--- src/hdl/rcs_pkg.sv ---
// rcs_pkg: shared constants, types and helper functions for the rotating cookie store
// used by rcs_div and rotating_cookie_store; no dependencies
`timescale 1ns / 1ps

package rcs_pkg;

    // slot row size and derived widths
    localparam int SLOTS = 8;
    localparam int PTR_W = (SLOTS > 1) ? $clog2(SLOTS) : 1;
    localparam int CNT_W = $clog2(SLOTS + 1);

    // field widths
    localparam int TIME_W      = 32;
    localparam int COOKIE_W    = 64;
    localparam int ROOM_W      = 8;
    localparam int LEN_W       = 4;
    localparam int RI_W        = 16;
    localparam int CFG_ADDR_W  = 1;
    localparam int CFG_DATA_W  = 16;
    localparam int IN_TDATA_W  = 168;
    localparam int IN_TUSER_W  = 1;
    localparam int OUT_TDATA_W = 72;
    localparam int OUT_TUSER_W = 2;

    typedef logic [PTR_W-1:0] ptr_t;
    typedef logic [CNT_W-1:0] cnt_t;
    typedef logic [CNT_W:0]   cntx_t;
    typedef logic [COOKIE_W-1:0] cookie_t;
    typedef logic [LEN_W-1:0] len_t;

    // register indexes
    localparam logic [CFG_ADDR_W-1:0] REG_PERIOD_SECS   = 1'b0;
    localparam logic [CFG_ADDR_W-1:0] REG_COOKIE_LENGTH = 1'b1;

    // reset values of the registers
    localparam logic [RI_W-1:0]  RESET_PERIOD_SECS   = 16'd60;
    localparam logic [LEN_W-1:0] RESET_COOKIE_LENGTH = 4'd8;

    // opcodes
    localparam logic OP_GENERATE = 1'b0;
    localparam logic OP_VERIFY   = 1'b1;

    // status codes
    localparam logic [1:0] STATUS_OK        = 2'd0;
    localparam logic [1:0] STATUS_TIME_BACK = 2'd1;
    localparam logic [1:0] STATUS_NO_ROOM   = 2'd2;
    localparam logic [1:0] STATUS_ZERO_RAND = 2'd3;

    // effective cookie length, clamped to 1..8 bytes
    function automatic len_t eff_len(input len_t cl);
        len_t r;
        if (cl == len_t'(0))
            r = len_t'(1);
        else if (cl > len_t'(8))
            r = len_t'(8);
        else
            r = cl;
        return r;
    endfunction

    // mask covering the low len bytes
    function automatic cookie_t byte_mask(input len_t len);
        cookie_t m;
        m = '0;
        for (int b = 0; b < 8; b++)
        begin
            if (len_t'(b) < len)
                m[8*b +: 8] = 8'hff;
        end
        return m;
    endfunction

    // next slot pointer, wrapping at the row size
    function automatic ptr_t ptr_inc(input ptr_t p);
        ptr_t r;
        if (p == ptr_t'(SLOTS - 1))
            r = '0;
        else
            r = p + ptr_t'(1);
        return r;
    endfunction

    // pointer moved back by s slots, modulo the row size
    function automatic ptr_t ptr_sub(input ptr_t p, input cnt_t s);
        cntx_t pe;
        cntx_t se;
        ptr_t  r;
        pe = cntx_t'(p);
        se = (s == cnt_t'(SLOTS)) ? '0 : cntx_t'(s);
        if (pe >= se)
            r = ptr_t'(pe - se);
        else
            r = ptr_t'(pe + cntx_t'(SLOTS) - se);
        return r;
    endfunction

endpackage

--- src/hdl/rcs_div.sv ---
// rcs_div: two 32-bit by 16-bit restoring dividers sharing one divisor, one bit per cycle
// depends on rcs_pkg
`timescale 1ns / 1ps

module rcs_div (
    input  logic                          clk,
    input  logic                          rst_n,
    input  logic                          start,
    input  logic [rcs_pkg::TIME_W-1:0]    num_a,
    input  logic [rcs_pkg::TIME_W-1:0]    num_b,
    input  logic [rcs_pkg::RI_W-1:0]      divisor,
    output logic                          done,
    output logic [rcs_pkg::TIME_W-1:0]    quo_a,
    output logic [rcs_pkg::TIME_W-1:0]    quo_b
);

    localparam int STEP_W = $clog2(rcs_pkg::TIME_W);

    logic [rcs_pkg::TIME_W-1:0] a_reg;
    logic [rcs_pkg::TIME_W-1:0] b_reg;
    logic [rcs_pkg::RI_W-1:0]   rem_a_reg;
    logic [rcs_pkg::RI_W-1:0]   rem_b_reg;
    logic [STEP_W-1:0]          step_reg;
    logic                       busy_reg;
    logic                       done_reg;

    logic [rcs_pkg::RI_W:0]     trial_a;
    logic [rcs_pkg::RI_W:0]     trial_b;
    logic [rcs_pkg::RI_W:0]     dext;
    logic                       ge_a;
    logic                       ge_b;
    logic [rcs_pkg::RI_W-1:0]   rem_a_next;
    logic [rcs_pkg::RI_W-1:0]   rem_b_next;

    // one restoring step for each dividend
    always_comb
    begin
        dext       = {1'b0, divisor};
        trial_a    = {rem_a_reg, a_reg[rcs_pkg::TIME_W-1]};
        trial_b    = {rem_b_reg, b_reg[rcs_pkg::TIME_W-1]};
        ge_a       = (trial_a >= dext);
        ge_b       = (trial_b >= dext);
        rem_a_next = ge_a ? rcs_pkg::RI_W'(trial_a - dext) : trial_a[rcs_pkg::RI_W-1:0];
        rem_b_next = ge_b ? rcs_pkg::RI_W'(trial_b - dext) : trial_b[rcs_pkg::RI_W-1:0];
    end

    // iteration registers; dividends shift out as quotient bits shift in
    always_ff @(posedge clk or negedge rst_n)
    begin
        if (!rst_n)
        begin
            a_reg     <= '0;
            b_reg     <= '0;
            rem_a_reg <= '0;
            rem_b_reg <= '0;
            step_reg  <= '0;
            busy_reg  <= 1'b0;
            done_reg  <= 1'b0;
        end
        else
        begin
            done_reg <= 1'b0;
            if (start)
            begin
                a_reg     <= num_a;
                b_reg     <= num_b;
                rem_a_reg <= '0;
                rem_b_reg <= '0;
                step_reg  <= '0;
                busy_reg  <= 1'b1;
            end
            else if (busy_reg)
            begin
                a_reg     <= {a_reg[rcs_pkg::TIME_W-2:0], ge_a};
                b_reg     <= {b_reg[rcs_pkg::TIME_W-2:0], ge_b};
                rem_a_reg <= rem_a_next;
                rem_b_reg <= rem_b_next;
                step_reg  <= step_reg + STEP_W'(1);
                if (step_reg == STEP_W'(rcs_pkg::TIME_W - 1))
                begin
                    busy_reg <= 1'b0;
                    done_reg <= 1'b1;
                end
            end
        end
    end

    assign done  = done_reg;
    assign quo_a = a_reg;
    assign quo_b = b_reg;

endmodule

--- src/hdl/rotating_cookie_store.sv ---
// rotating_cookie_store: top level with slot memory, control sequencer and result register
// depends on rcs_pkg and rcs_div
`timescale 1ns / 1ps

// Keeps a row of cookie slots, newest first, in a small synchronous memory addressed
// through a rotating head pointer, so aging the row by k periods moves the pointer and
// clears k slots instead of copying entries. One word is taken at a time. For a generate,
// the period count comes from a bit-serial divider that divides the new and the last
// generate time by the refresh period, then the aged slots are zeroed one per cycle through
// the single write port, then the newest slot is read and filled if it is empty. A generate
// rejected for room or for time going backwards skips the divider and goes straight to the
// result. A verify reads the slots one per cycle through the read port and compares each as
// it arrives; when the presented length is wrong it skips the reads. A new word is taken
// while the previous result still waits in the output register. Memory contents need no
// clearing after reset: only slots in use are ever looked at, and those are always written
// first.

module rotating_cookie_store (
    input  logic                                clk,
    input  logic                                rst_n,
    // configuration writes
    input  logic                                cfg_we,
    input  logic [rcs_pkg::CFG_ADDR_W-1:0]      cfg_addr,
    input  logic [rcs_pkg::CFG_DATA_W-1:0]      cfg_wdata,
    // request stream
    input  logic                                s_axis_tvalid,
    output logic                                s_axis_tready,
    // now_seconds[31:0], random_value[95:32], cookie_in[159:96], cookie_in_length[167:160]
    input  logic [rcs_pkg::IN_TDATA_W-1:0]      s_axis_tdata,
    // opcode[0]
    input  logic [rcs_pkg::IN_TUSER_W-1:0]      s_axis_tuser,
    // result stream
    output logic                                m_axis_tvalid,
    input  logic                                m_axis_tready,
    // cookie_out[63:0], cookie_out_length[67:64], match[68], zero[71:69]
    output logic [rcs_pkg::OUT_TDATA_W-1:0]     m_axis_tdata,
    // status[1:0]
    output logic [rcs_pkg::OUT_TUSER_W-1:0]     m_axis_tuser
);

    typedef enum logic [2:0] {
        ST_IDLE,
        ST_DIV,
        ST_CLEAR,
        ST_GRD,
        ST_GCHK,
        ST_VRD,
        ST_VLAST,
        ST_DONE
    } state_t;

    // configuration registers
    logic [rcs_pkg::RI_W-1:0]   period_secs_reg;
    logic [rcs_pkg::LEN_W-1:0]  cookie_length_reg;

    // control and item registers
    state_t                     state_reg;
    rcs_pkg::ptr_t              head_reg;
    rcs_pkg::ptr_t              walk_ptr_reg;
    rcs_pkg::cnt_t              used_reg;
    rcs_pkg::cnt_t              clr_cnt_reg;
    rcs_pkg::cnt_t              idx_reg;
    rcs_pkg::cnt_t              cmp_idx_reg;
    logic                       cmp_valid_reg;
    logic [rcs_pkg::TIME_W-1:0] last_gen_reg;
    logic [rcs_pkg::TIME_W-1:0] now_reg;
    rcs_pkg::cookie_t           random_reg;
    rcs_pkg::cookie_t           cookie_in_reg;
    logic                       div_start_reg;

    // result being built and the output register
    logic [1:0]                 res_status_reg;
    rcs_pkg::cookie_t           res_cookie_reg;
    rcs_pkg::len_t              res_len_reg;
    logic                       res_match_reg;
    logic                       m_valid_reg;
    logic [rcs_pkg::OUT_TDATA_W-1:0] m_data_reg;
    logic [rcs_pkg::OUT_TUSER_W-1:0] m_user_reg;

    // slot memory
    rcs_pkg::cookie_t           slot_mem [rcs_pkg::SLOTS];
    rcs_pkg::cookie_t           rd_data_reg;
    logic                       rd_en;
    rcs_pkg::ptr_t              rd_addr;
    logic                       wr_en;
    rcs_pkg::ptr_t              wr_addr;
    rcs_pkg::cookie_t           wr_data;

    // word fields
    logic                       in_op;
    logic [rcs_pkg::TIME_W-1:0] in_now;
    rcs_pkg::cookie_t           in_random;
    rcs_pkg::cookie_t           in_cookie;
    logic [rcs_pkg::ROOM_W-1:0] in_room;

    // derived values
    rcs_pkg::len_t              len;
    rcs_pkg::cookie_t           mask;
    rcs_pkg::cookie_t           slot_m;
    rcs_pkg::cookie_t           fresh;
    rcs_pkg::cookie_t           want;
    logic                       cmp_hit;
    logic                       fill_ok;
    logic [rcs_pkg::RI_W-1:0]   divisor;
    logic                       div_done;
    logic [rcs_pkg::TIME_W-1:0] q_now;
    logic [rcs_pkg::TIME_W-1:0] q_last;
    logic [rcs_pkg::TIME_W-1:0] q_diff;
    rcs_pkg::cnt_t              shift;
    rcs_pkg::cntx_t             used_sum;
    rcs_pkg::cnt_t              used_new;
    rcs_pkg::ptr_t              head_new;
    logic                       out_free;

    // unpack the request word
    assign in_op     = s_axis_tuser[0];
    assign in_now    = s_axis_tdata[31:0];
    assign in_random = s_axis_tdata[95:32];
    assign in_cookie = s_axis_tdata[159:96];
    assign in_room   = s_axis_tdata[167:160];

    // cookie length, masks and compares
    assign len     = rcs_pkg::eff_len(cookie_length_reg);
    assign mask    = rcs_pkg::byte_mask(len);
    assign slot_m  = rd_data_reg & mask;
    assign fresh   = random_reg & mask;
    assign want    = cookie_in_reg & mask;
    assign cmp_hit = cmp_valid_reg && (cmp_idx_reg < used_reg) &&
                     (slot_m != '0) && (slot_m == want);
    assign fill_ok = (state_reg == ST_GCHK) && (used_reg != '0) &&
                     (slot_m == '0) && (fresh != '0);

    // period count between the last generate and now
    assign divisor  = (period_secs_reg == '0) ? rcs_pkg::RI_W'(1) : period_secs_reg;
    assign q_diff   = q_now - q_last;
    assign shift    = (q_diff > rcs_pkg::TIME_W'(rcs_pkg::SLOTS)) ?
                      rcs_pkg::cnt_t'(rcs_pkg::SLOTS) : rcs_pkg::cnt_t'(q_diff);
    assign used_sum = rcs_pkg::cntx_t'(used_reg) + rcs_pkg::cntx_t'(shift);
    assign used_new = (used_sum > rcs_pkg::cntx_t'(rcs_pkg::SLOTS)) ?
                      rcs_pkg::cnt_t'(rcs_pkg::SLOTS) : rcs_pkg::cnt_t'(used_sum);
    assign head_new = rcs_pkg::ptr_sub(head_reg, shift);

    assign out_free = !m_valid_reg || m_axis_tready;

    rcs_div u_div (
        .clk     (clk),
        .rst_n   (rst_n),
        .start   (div_start_reg),
        .num_a   (now_reg),
        .num_b   (last_gen_reg),
        .divisor (divisor),
        .done    (div_done),
        .quo_a   (q_now),
        .quo_b   (q_last)
    );

    // configuration registers
    always_ff @(posedge clk or negedge rst_n)
    begin
        if (!rst_n)
        begin
            period_secs_reg   <= rcs_pkg::RESET_PERIOD_SECS;
            cookie_length_reg <= rcs_pkg::RESET_COOKIE_LENGTH;
        end
        else if (cfg_we)
        begin
            unique case (cfg_addr)
                rcs_pkg::REG_PERIOD_SECS:   period_secs_reg <= cfg_wdata;
                rcs_pkg::REG_COOKIE_LENGTH: cookie_length_reg <= cfg_wdata[rcs_pkg::LEN_W-1:0];
                default: ;
            endcase
        end
    end

    // memory port control
    always_comb
    begin
        rd_en   = 1'b0;
        rd_addr = head_reg;
        wr_en   = 1'b0;
        wr_addr = head_reg;
        wr_data = '0;
        unique case (state_reg)
            ST_GRD:
            begin
                rd_en = 1'b1;
            end
            ST_VRD:
            begin
                rd_en   = 1'b1;
                rd_addr = walk_ptr_reg;
            end
            ST_CLEAR:
            begin
                wr_en   = 1'b1;
                wr_addr = walk_ptr_reg;
            end
            ST_GCHK:
            begin
                wr_en   = fill_ok;
                wr_data = fresh;
            end
            default: ;
        endcase
    end

    // slot memory, registered read
    always_ff @(posedge clk)
    begin
        if (wr_en)
            slot_mem[wr_addr] <= wr_data;
        if (rd_en)
            rd_data_reg <= slot_mem[rd_addr];
    end

    // sequencer with result and output registers
    always_ff @(posedge clk or negedge rst_n)
    begin
        if (!rst_n)
        begin
            state_reg      <= ST_IDLE;
            head_reg       <= '0;
            walk_ptr_reg   <= '0;
            used_reg       <= '0;
            clr_cnt_reg    <= '0;
            idx_reg        <= '0;
            cmp_idx_reg    <= '0;
            cmp_valid_reg  <= 1'b0;
            last_gen_reg   <= '0;
            now_reg        <= '0;
            random_reg     <= '0;
            cookie_in_reg  <= '0;
            div_start_reg  <= 1'b0;
            res_status_reg <= rcs_pkg::STATUS_OK;
            res_cookie_reg <= '0;
            res_len_reg    <= '0;
            res_match_reg  <= 1'b0;
            m_valid_reg    <= 1'b0;
            m_data_reg     <= '0;
            m_user_reg     <= '0;
        end
        else
        begin
            div_start_reg <= 1'b0;
            // drain the output word; the done state reloads it itself
            if (m_axis_tready && (state_reg != ST_DONE))
                m_valid_reg <= 1'b0;

            unique case (state_reg)
                ST_IDLE:
                begin
                    cmp_valid_reg <= 1'b0;
                    if (s_axis_tvalid)
                    begin
                        now_reg        <= in_now;
                        random_reg     <= in_random;
                        cookie_in_reg  <= in_cookie;
                        res_status_reg <= rcs_pkg::STATUS_OK;
                        res_cookie_reg <= '0;
                        res_len_reg    <= '0;
                        res_match_reg  <= 1'b0;
                        if (in_op == rcs_pkg::OP_GENERATE)
                        begin
                            priority if (in_room < rcs_pkg::ROOM_W'(len))
                            begin
                                res_status_reg <= rcs_pkg::STATUS_NO_ROOM;
                                state_reg      <= ST_DONE;
                            end
                            else if (in_now < last_gen_reg)
                            begin
                                res_status_reg <= rcs_pkg::STATUS_TIME_BACK;
                                state_reg      <= ST_DONE;
                            end
                            else
                            begin
                                div_start_reg <= 1'b1;
                                state_reg     <= ST_DIV;
                            end
                        end
                        else if (in_room == rcs_pkg::ROOM_W'(len))
                        begin
                            walk_ptr_reg <= head_reg;
                            idx_reg      <= '0;
                            state_reg    <= ST_VRD;
                        end
                        else
                        begin
                            state_reg <= ST_DONE;
                        end
                    end
                end

                // age the row by the elapsed periods
                ST_DIV:
                begin
                    if (div_done)
                    begin
                        head_reg     <= head_new;
                        used_reg     <= used_new;
                        last_gen_reg <= now_reg;
                        walk_ptr_reg <= head_new;
                        clr_cnt_reg  <= shift;
                        state_reg    <= (shift != '0) ? ST_CLEAR : ST_GRD;
                    end
                end

                // zero the slots that entered at the new end
                ST_CLEAR:
                begin
                    walk_ptr_reg <= rcs_pkg::ptr_inc(walk_ptr_reg);
                    clr_cnt_reg  <= clr_cnt_reg - rcs_pkg::cnt_t'(1);
                    if (clr_cnt_reg == rcs_pkg::cnt_t'(1))
                        state_reg <= ST_GRD;
                end

                ST_GRD:
                begin
                    state_reg <= ST_GCHK;
                end

                // return the newest slot in use, filling it first if it is empty
                ST_GCHK:
                begin
                    res_len_reg <= len;
                    priority if (used_reg == '0)
                        res_cookie_reg <= '0;
                    else if (slot_m != '0)
                        res_cookie_reg <= slot_m;
                    else if (fresh == '0)
                    begin
                        res_status_reg <= rcs_pkg::STATUS_ZERO_RAND;
                        res_cookie_reg <= '0;
                        res_len_reg    <= '0;
                    end
                    else
                        res_cookie_reg <= fresh;
                    state_reg <= ST_DONE;
                end

                // read one slot a cycle, compare the one that came back
                ST_VRD:
                begin
                    walk_ptr_reg  <= rcs_pkg::ptr_inc(walk_ptr_reg);
                    idx_reg       <= idx_reg + rcs_pkg::cnt_t'(1);
                    cmp_valid_reg <= 1'b1;
                    cmp_idx_reg   <= idx_reg;
                    if (cmp_hit)
                        res_match_reg <= 1'b1;
                    if (idx_reg == rcs_pkg::cnt_t'(rcs_pkg::SLOTS - 1))
                        state_reg <= ST_VLAST;
                end

                ST_VLAST:
                begin
                    cmp_valid_reg <= 1'b0;
                    if (cmp_hit)
                        res_match_reg <= 1'b1;
                    state_reg <= ST_DONE;
                end

                // hand the result to the output register
                ST_DONE:
                begin
                    if (out_free)
                    begin
                        m_valid_reg <= 1'b1;
                        m_data_reg  <= {3'b000, res_match_reg, res_len_reg, res_cookie_reg};
                        m_user_reg  <= res_status_reg;
                        state_reg   <= ST_IDLE;
                    end
                end

                default:
                begin
                    state_reg <= ST_IDLE;
                end
            endcase
        end
    end

    assign s_axis_tready = (state_reg == ST_IDLE);
    assign m_axis_tvalid = m_valid_reg;
    assign m_axis_tdata  = m_data_reg;
    assign m_axis_tuser  = m_user_reg;

    // used slot count never exceeds the row
    a_used_range: assert property (@(posedge clk) disable iff (!rst_n)
        used_reg <= rcs_pkg::cnt_t'(rcs_pkg::SLOTS))
        else $error("used slot count out of range");

    // head pointer stays inside the row
    a_head_range: assert property (@(posedge clk) disable iff (!rst_n)
        head_reg <= rcs_pkg::ptr_t'(rcs_pkg::SLOTS - 1))
        else $error("head pointer out of range");

    // the sequencer never reads and writes the memory in one cycle
    a_port_excl: assert property (@(posedge clk) disable iff (!rst_n)
        !(wr_en && rd_en))
        else $error("memory read and write in the same cycle");

    // divider finishes only while the sequencer waits for it
    a_div_done: assert property (@(posedge clk) disable iff (!rst_n)
        div_done |-> (state_reg == ST_DIV))
        else $error("divider done outside the divide wait");

    // last generate time moves only when a period count completes
    a_last_hold: assert property (@(posedge clk) disable iff (!rst_n)
        !((state_reg == ST_DIV) && div_done) |=> $stable(last_gen_reg))
        else $error("last generate time changed unexpectedly");

endmodule
--- config.mk ---
export PLATFORM = sky130hd
export DESIGN_NAME = rotating_cookie_store
export DESIGN_NICKNAME = d
export VERILOG_FILES = /design/src/hdl/rcs_pkg.sv /design/src/hdl/rcs_div.sv /design/src/hdl/rotating_cookie_store.sv
export SDC_FILE = /design/constraint.sdc
export NUM_CORES = 2
export LEC_CHECK = 0
export BUFFER_PORTS_ARGS = -buffer_cell sky130_fd_sc_hd__buf_2
export CORE_AREA = 3 3 294 296
export CTS_CLUSTER_SIZE = 16
export DETAILED_ROUTE_END_ITERATION = 10
export DIE_AREA = 0 0 297 299
export HOLD_SLACK_MARGIN = 0.1
export PLACE_DENSITY = 0.78
export SYNTH_ARGS = -nofsm -noshare
export SYNTH_HDL_FRONTEND = slang
export SYNTH_SLANG_ARGS = --single-unit
--- constraint.sdc ---
create_clock -name clk -period 6.3 [get_ports clk]
set_input_delay 0.315 -clock clk [delete_from_list [all_inputs] [get_ports clk]]
set_output_delay 0.315 -clock clk [all_outputs]
set_load 0.1 [all_outputs]
=== Word level (Yosys, flattened, before mapping) ===
Memory sizes are Yosys's and may differ from the RTL's. A register that Yosys moved wholly into a read port is not among the register bits.
Index checks and enable logic that the tools add are counted.

* Logic and storage cells: 224
* Register bits after elaboration: 485
* Memory bits (writable): 512
* Memories: 1
* Latch bits: 0
* Output and inout bits: 76
* Bits in read-only memories: 0

* Add/sub/neg operators: 11
* Div/mod/pow operators: 0
* $lt $le $gt $ge: 17
* Shift operators: 0
* $mul: 0
* Multiplexer cells: 93
* Bitwise logic cells: 4
* Reductions and logical operators: 43
* Eq/ne operators: 26

{| class="wikitable"
|+ Memory list
! memory !! depth !! bits a word !! read ports !! clocked after Yosys merged registers in !! wr ports !! RTL line !! text
|-
| slot_mem || 8 || 64 || 1 || 1 || 1 || rotating_cookie_store.sv:81 || <nowiki>rcs_pkg::cookie_t slot_mem [rcs_pkg::SLOTS];</nowiki>
|}

{| class="wikitable"
|+ Operator list
! kind !! count
|-
| two-way mux 64 bit || 5
|-
| AND 64 bit || 3
|-
| logical NOT 64 bit || 2
|-
| two-way mux 32 bit || 4
|-
| one-hot mux 64 bit (2 select lines) || 1
|-
| nonzero test 64 bit || 2
|-
| two-way mux 16 bit || 7
|-
| == test 64 bit || 1
|-
| two-way mux 8 bit || 8
|-
| two-way mux 4 bit || 13
|-
| two-way mux 3 bit || 16
|-
| >= comparator 17 x 16 -> 1 bit || 2
|-
| greater-than comparator 32 x 4 -> 1 bit, second input constant || 1
|-
| < comparator 32 bit || 1
|-
| subtractor 16 bit || 2
|-
| subtractor 32 bit || 1
|-
| one-hot mux 4 bit (2 select lines) || 3
|-
| two-way mux 1 bit || 21
|-
| one-hot mux 3 bit (7 select lines) || 1
|-
| logical NOT 16 bit || 1
|-
| < comparator 3 x 4 -> 1 bit, first input constant || 4
|-
| == test 3 bit, second input constant || 5
|-
| AND reduction 5 bit || 3
|-
| two-way mux 2 bit || 7
|-
| 40 further kinds || 80
|}

=== Depth between registers and ports, before layout ===
* Word-level depth: 12
* Depth in mapped cells: 24
* Mapped depth without buffers: 22

=== Modules after synthesis ===
Synthesis repeated with hierarchy kept, for this count alone.

* Cell total of the unflattened synthesis: 4,658
* Area, all modules: 49,034.5 µm²

{| class="wikitable"
|+ Modules (own cells, without submodules)
! module !! cells an instance !! times used !! seq. area each (µm²) !! area an instance (µm²)
|-
| rotating_cookie_store || 3,947 || 1 || 26,862.0 || 42,515.8
|-
| rcs_div || 711 || 1 || 2,577.5 || 6,518.8
|}

=== Worst setup path before layout ===
Ideal clock, no wire load.

* Kind: flip-flop to flip-flop
* Start point: register cookie_length_reg[1] (netlist name)
* End point: memory slot_mem[2][0] (netlist name) (enable)
* Period minus slack after synthesis: 5.457 ns
* Arrival time: 4.970 ns
* Setup time: 0.486 ns
* Cell stages (with the launch flop): 12
* Setup slack: 0.843 ns
* Required time: 5.814 ns
* Cells stage by stage: dfrtp_1 -> clkbuf_1 -> or3_1 -> clkbuf_1 -> o21ai_1 -> o21ai_1 -> a2111oi_0 -> nand3_1 -> nor2b_1 -> clkbuf_1 -> a32oi_1 -> nor2_1

* Cells in the longest elaborated chain, start to end: 12
* Elaborated cells on any way between the ends: 29
* Those cells by class: 9 x order compare; 13 x mux; 2 x bitwise; 5 x reduce/logical

{| class="wikitable"
|+ Ends and longest elaborated chain
! item !! RTL line !! text
|-
| start, declared || rotating_cookie_store.sv:54 || <nowiki>logic [rcs_pkg::LEN_W-1:0] cookie_length_reg;</nowiki>
|-
| start signal, assigned || rotating_cookie_store.sv:163 || <nowiki>cookie_length_reg <= rcs_pkg::RESET_COOKIE_LENGTH;</nowiki>
|-
| start signal, assigned || rotating_cookie_store.sv:169 || <nowiki>rcs_pkg::REG_COOKIE_LENGTH: cookie_length_reg <= cfg_wdata[rcs_pkg::LEN_W-1:0];</nowiki>
|-
| greater-than comparator 4 bit || rcs_pkg.sv:54 || <nowiki>else if (cl > len_t'(8))</nowiki>
|-
| two-way mux 4 bit || rcs_pkg.sv:54 ||
|-
| two-way mux 4 bit (*) || rcs_pkg.sv:52 || <nowiki>if (cl == len_t'(0))</nowiki>
|-
| < comparator 1 x 4 -> 1 bit, or another cell as far along || rcs_pkg.sv:67 || <nowiki>if (len_t'(b) < len)</nowiki>
|-
| two-way mux 8 bit || rcs_pkg.sv:67 ||
|-
| AND 64 bit || rotating_cookie_store.sv:125 || <nowiki>assign slot_m = rd_data_reg & mask;</nowiki>
|-
| logical NOT 64 bit || rotating_cookie_store.sv:131 || <nowiki>(slot_m == '0) && (fresh != '0);</nowiki>
|-
| logical AND 1 bit || rotating_cookie_store.sv:130 || <nowiki>assign fill_ok = (state_reg == ST_GCHK) && (used_reg != '0) &&</nowiki>
|-
| logical AND 1 bit (*) || rotating_cookie_store.sv:131 ||
|-
| one-hot mux 1 bit (2 select lines) (*) || rotating_cookie_store.sv:183 || <nowiki>unique case (state_reg)</nowiki>
|-
| two-way mux 1 bit (*) || rotating_cookie_store.sv:210 || <nowiki>if (wr_en)</nowiki>
|-
| two-way mux 1 bit (implied by the code) (*) || rotating_cookie_store.sv:211 || <nowiki>slot_mem[wr_addr] <= wr_data;</nowiki>
|-
| end, declared || rotating_cookie_store.sv:81 ||
|}

Every way passes the cells marked *; elsewhere a longest branch is shown, timed or not.

=== Worst setup path after layout ===
* Start point: register u_div.b_reg, in the netlist u_div.quo_b[11]
* End point: register walk_ptr_reg[2]

* Cells in the longest elaborated chain, start to end: 9
* Elaborated cells on any way between the ends: 11
* Those cells by class: 3 x add/sub; 2 x order compare; 1 x eq/ne; 5 x mux

{| class="wikitable"
|+ Ends and longest elaborated chain
! item !! RTL line !! text
|-
| start, declared || rcs_div.sv:20 || <nowiki>logic [rcs_pkg::TIME_W-1:0] b_reg;</nowiki>
|-
| start signal, assigned || rcs_div.sv:66 || <nowiki>b_reg <= num_b;</nowiki>
|-
| start signal, assigned || rcs_div.sv:75 || <nowiki>b_reg <= {b_reg[rcs_pkg::TIME_W-2:0], ge_b};</nowiki>
|-
| subtractor 32 bit (*) || rotating_cookie_store.sv:135 || <nowiki>assign q_diff = q_now - q_last;</nowiki>
|-
| greater-than comparator 32 x 4 -> 1 bit (*) || rotating_cookie_store.sv:136 || <nowiki>assign shift = (q_diff > rcs_pkg::TIME_W'(rcs_pkg::SLOTS)) ?</nowiki>
|-
| two-way mux 4 bit (*) || rotating_cookie_store.sv:136 ||
|-
| == test 4 bit || rcs_pkg.sv:89 || <nowiki>se = (s == cnt_t'(SLOTS)) ? '0 : cntx_t'(s);</nowiki>
|-
| two-way mux 4 bit (*) || rcs_pkg.sv:89 ||
|-
| >= comparator 3 x 4 -> 1 bit, or another cell as far along || rcs_pkg.sv:90 || <nowiki>if (pe >= se)</nowiki>
|-
| two-way mux 3 bit (*) || rcs_pkg.sv:90 ||
|-
| two-way mux 3 bit (*) || rotating_cookie_store.sv:296 || <nowiki>if (div_done)</nowiki>
|-
| one-hot mux 3 bit (3 select lines) (*) || rotating_cookie_store.sv:249 || <nowiki>unique case (state_reg)</nowiki>
|-
| end signal, assigned || rotating_cookie_store.sv:282 || <nowiki>walk_ptr_reg <= head_reg;</nowiki>
|-
| end signal, assigned || rotating_cookie_store.sv:301 || <nowiki>walk_ptr_reg <= head_new;</nowiki>
|-
| end signal, assigned || rotating_cookie_store.sv:310 || <nowiki>walk_ptr_reg <= rcs_pkg::ptr_inc(walk_ptr_reg);</nowiki>
|-
| end, declared || rotating_cookie_store.sv:59 || <nowiki>rcs_pkg::ptr_t walk_ptr_reg;</nowiki>
|}

Every way passes the cells marked *; elsewhere a longest branch is shown, timed or not. The select of a mux whose other input is x is not followed.
A chain may end at the register's enable or synchronous reset.

==> key figures <==
Setup path
  • Top cell by count, worst path: sky130_fd_sc_hd__a21oi_1
  • Length in cells of the worst reg-to-reg path: 20
  • Crit path launch type: flip-flop
  • Category of the critical setup timing path: reg2reg
  • Worst setup path start: u_div.quo_b[11]
  • R2R setup slack: 440 ps
  • CP Buf/Inv Count: 1
  • Critical-path maximum fanout: 8
  • Cells along the critical path: inv_1 -> ha_1 -> a21oi_1 -> o21ai_0 -> or3_4 -> mux2_1 -> a2111o_1 -> or3b_1 -> or4_1 -> nor3_1 -> ha_1 -> fa_1 -> nand2_1 -> a21oi_1 -> mux2i_1 -> xnor2_1 -> a21oi_1 -> nor2_1 -> nor3_1 -> mux2_2
  • Crit path capture: walk_ptr_reg[2]
  • Data arrival time of the critical path: 6400 ps
  • Max incr delay on CP: 690 ps
  • Crit Reg-Reg Startpoint: u_div.quo_b[11]
  • Endpoint of the lowest-slack register-to-register path: walk_ptr_reg[2]
  • Instance count on the critical path: 20
  • Category of cells accounting for the largest share of critical-path delay: simple AND/OR/NAND/NOR gates
  • Req. time, crit path: 6840 ps
  • Worst Setup End Kind: flip-flop
  • Cell with the largest stage delay on the worst path: sky130_fd_sc_hd__or4_1

Power and ir drop
  • IR Drop Worst-Case VDD: 0.2207 mV
  • Leakage power: 23.72 nW
  • P per Cell Area: 248.8 mW/mm^2

Synthesis
  • Area of the mapped netlist: 0.04859 mm^2
  • Number of flops mapped to enable cells by yosys: 576
  • Dominant register cell in the synthesized netlist: sky130_fd_sc_hd__edfxtp_1
  • Share of synthesized registers carrying an async set or reset: 0.4571
  • Syn Area/Cell: 11.16 um^2
  • Top cell type's share of synthesized area: 0.3560
  • Synthesized netlist cell count: 4354
  • Ranking of synthesized cells by area: sky130_fd_sc_hd__edfxtp_1 (36%), sky130_fd_sc_hd__dfrtp_1 (25%), sky130_fd_sc_hd__nand2_1 (6.8%), sky130_fd_sc_hd__mux2_2 (5.4%), sky130_fd_sc_hd__nand3_1 (3.6%)
  • Most area-hungry cell type in the Yosys netlist: sky130_fd_sc_hd__edfxtp_1
  • Sequential fraction of the synthesis area: 0.6059
  • Number of register bits inferred by synthesis: 1061
  • Syn. warnings: 0
  • Number of different library cells in the post-synthesis netlist: 84

Clocking
  • Clock slew at the register clock pins of the worst setup and hold paths: 60 ps
  • Maximum clock path buffer count: 3
  • Root buf cell: sky130_fd_sc_hd__clkbuf_16
  • Number of sinks on the clock net: 1061
  • TritonCTS clock tree: done
  • Setup Fix Bufs, Post-CTS: 0
  • Cts bufs inserted: 105
  • Max H-tree Level: 3
  • Clock latency of the later-clocked register in the worst-skew pair: 700 ps

Floorplanning
  • Ports: 267
  • Die Y: 299 um
  • Die X: 297 um
  • Starting Density: 0.5797
  • Core area: 0.08382 mm^2
  • Total number of placement rows: 106
  • Total die area: 0.08880 mm^2

Drt
  • Detailed Route WL: 135500 um
  • Antenna violation net count after detailed routing: 0
  • Via/cell ratio: 6.070
  • Pre-Repair DR Iteration Count: 8
  • Post-detailed-route DRC marker count: 0
  • Routed via count: 36310
  • Routed wirelength normalized by instance count: 22.65 um
  • DRC violation total after the first TritonRoute iteration: 3993

Timing
  • Unrepaired setup endpoints after global routing: no
  • Setup Total Neg Slack: 0 ps
  • Final hold vios: 0
  • Maximum clock rate: 170.7 MHz
  • Remaining max-slew budget at the tightest pin: 0.1920
  • Post-route clock period utilization: 0.9298
  • Final number of setup-violating endpoints: 0
  • Setup skew after layout: 46.24 ps
  • Post-layout min period: 5858 ps
  • Least-Margin Pin Slew: 1208 ps
  • Slew Limit Fails: 0

Global route
  • Largest net degree at the start of global routing: 140
  • Initial antenna violation count: 7
  • GR Overflow Total: 0
  • Total global routing track utilization: 0.3000
  • Via count of the first global-routing pass: 35680
  • Wire length of the first global-routing pass: 208200 um

Flow run
  • Max-capacitance violation count: 0

Placement
  • Gpl congestion: 0.9160
  • Count of input and output buffers: 263
  • Area after DPL: 0.05133 mm^2
  • Post-DP HPWL: 85180 um
  • Post-placement cell count: 5593

Layout
  • Flip-flop count of the largest register, all copies and words added: 512
  • Most common cell after layout, fill and taps aside: sky130_fd_sc_hd__nand2_1
  • Fraction of final layout cells with drive strength greater than 1: 0.1583
  • Final Net Count: 5059
  • Non-filler instance count after layout: 5982
  • Number of inserted filler cells in the final layout: 5853
  • Highest-count cells in the layout ignoring fill and taps: sky130_fd_sc_hd__nand2_1 (884), sky130_fd_sc_hd__edfxtp_1 (576), sky130_fd_sc_hd__dfrtp_1 (478)
  • Final instance area: 0.05664 mm^2
  • Area added between synthesis and finish: 16.56%
  • Biggest register: slot_mem

Min path
  • Tightest Hold Check Type: in2reg

Status
  • Outcome: finished, final reports clean
## cells in the mapped netlist, drive strengths merged (5+ instances only)
master / n
a2111oi: 12
a211o: 6
a211oi: 21
a21boi: 6
a21o: 41
a21oi: 155
a221oi: 6
a22o: 5
a31oi: 12
and2: 46
and3: 35
and4: 5
buf: 38
clkbuf: 190
dfrtp: 480
dfstp: 5
edfxtp: 576
fa: 6
ha: 116
inv: 138
mux2: 236
mux2i: 101
nand2: 884
nand2b: 16
nand3: 350
nand4: 29
nor2: 110
nor2b: 23
nor3: 44
nor4: 42
o2111ai: 7
o211ai: 22
o21a: 20
o21ai: 344
o21bai: 6
o22ai: 18
o31ai: 7
or2: 11
or3: 24
or4: 8
xnor2: 41
xor2: 42
## worst reg2reg max path, stage by stage, from the launching register on
cell	delay, ps
sky130_fd_sc_hd__dfrtp_1	380
sky130_fd_sc_hd__inv_1	60
sky130_fd_sc_hd__ha_1	410
sky130_fd_sc_hd__a21oi_1	460
sky130_fd_sc_hd__o21ai_0	310
sky130_fd_sc_hd__or3_4	440
sky130_fd_sc_hd__mux2_1	370
sky130_fd_sc_hd__a2111o_1	290
sky130_fd_sc_hd__or3b_1	400
sky130_fd_sc_hd__or4_1	690
sky130_fd_sc_hd__nor3_1	300
sky130_fd_sc_hd__ha_1	230
sky130_fd_sc_hd__fa_1	190
sky130_fd_sc_hd__nand2_1	60
sky130_fd_sc_hd__a21oi_1	220
sky130_fd_sc_hd__mux2i_1	260
sky130_fd_sc_hd__xnor2_1	160
sky130_fd_sc_hd__a21oi_1	90
sky130_fd_sc_hd__nor2_1	90
sky130_fd_sc_hd__nor3_1	60
sky130_fd_sc_hd__mux2_2	260
## power by group
| group | switching, mW | total (mW) | internal [mW] |
|---|---|---|---|
| clock network | 2.72 | 6.26 | 3.54 |
| registers | 0.0210 | 7.31 | 7.28 |
| logic | 0.302 | 0.523 | 0.221 |
| total | 3.04 | 14.1 | 11.0 |
## per-stage QoR
step	hold slack, ps	power, mW	worst slack (ps)	utilization
floorplan	19.41	7.630	843.5	-
finish	193.3	14.09	442.0	0.6757
CTS	126.4	14.13	484.1	0.6754
global placement	429.3	7.861	572.4	0.6123
detailed placement	417.5	7.866	528.5	0.6123
global route	183.5	14.47	129.9	0.6756
## routing by layer
metal,GRT usage,vias up,share of wire
met2,0.4876,1741,0.48
met3,0.05209,297,0.084
met1,0.4055,17900,0.40
met4,0.1188,2,0.040
li1,-,16370,-
met5,0,-,0.000096
## area by class of cell
class	count	area, um^2	area share
antenna	9	22.52	0.0003976
sequential	1061	29450	0.5199
clock inverter	40	387.9	0.006848
inverter	139	521.8	0.009212
clock buffer	160	3099	0.05472
timing repair buffer	511	3801	0.06711
multi-input combinational	2928	17940	0.3167
tap	1134	1419	0.02505
## repair_timing
item	in CTS	in global routing
hold endpoints to repair	284	0
gates resized for setup	0	0
hold buffers	180	0
## worst min path at each step
stage	endpoint	start	slack, ps	cells past startpoint
CTS	period_secs_reg[3]	cfg_addr	130	5
global placement	now_reg[10]	rst_n	430	1
detailed placement	now_reg[8]	rst_n	420	1
floorplan	clr_cnt_reg[0]	rst_n	20	0
finish	period_secs_reg[5]	cfg_addr	190	5
global route	period_secs_reg[2]	cfg_addr	180	5
## cells by family (layout without fill, tap and decap cells)
group,count (synthesis),count (layout),synth area share
flip-flops,1061,1061,0.6059
AO/OA/AOI/OAI,733,733,0.08969
AND/OR/NAND/NOR,1650,1650,0.1527
multiplexers,337,337,0.07550
adder cells (fa/ha/maj),122,122,0.03234
buffers and inverters,367,850,0.02871
XOR/XNOR,83,83,0.01512
other,1,12,0.00007718
Power figures use the tool's default switching activity.
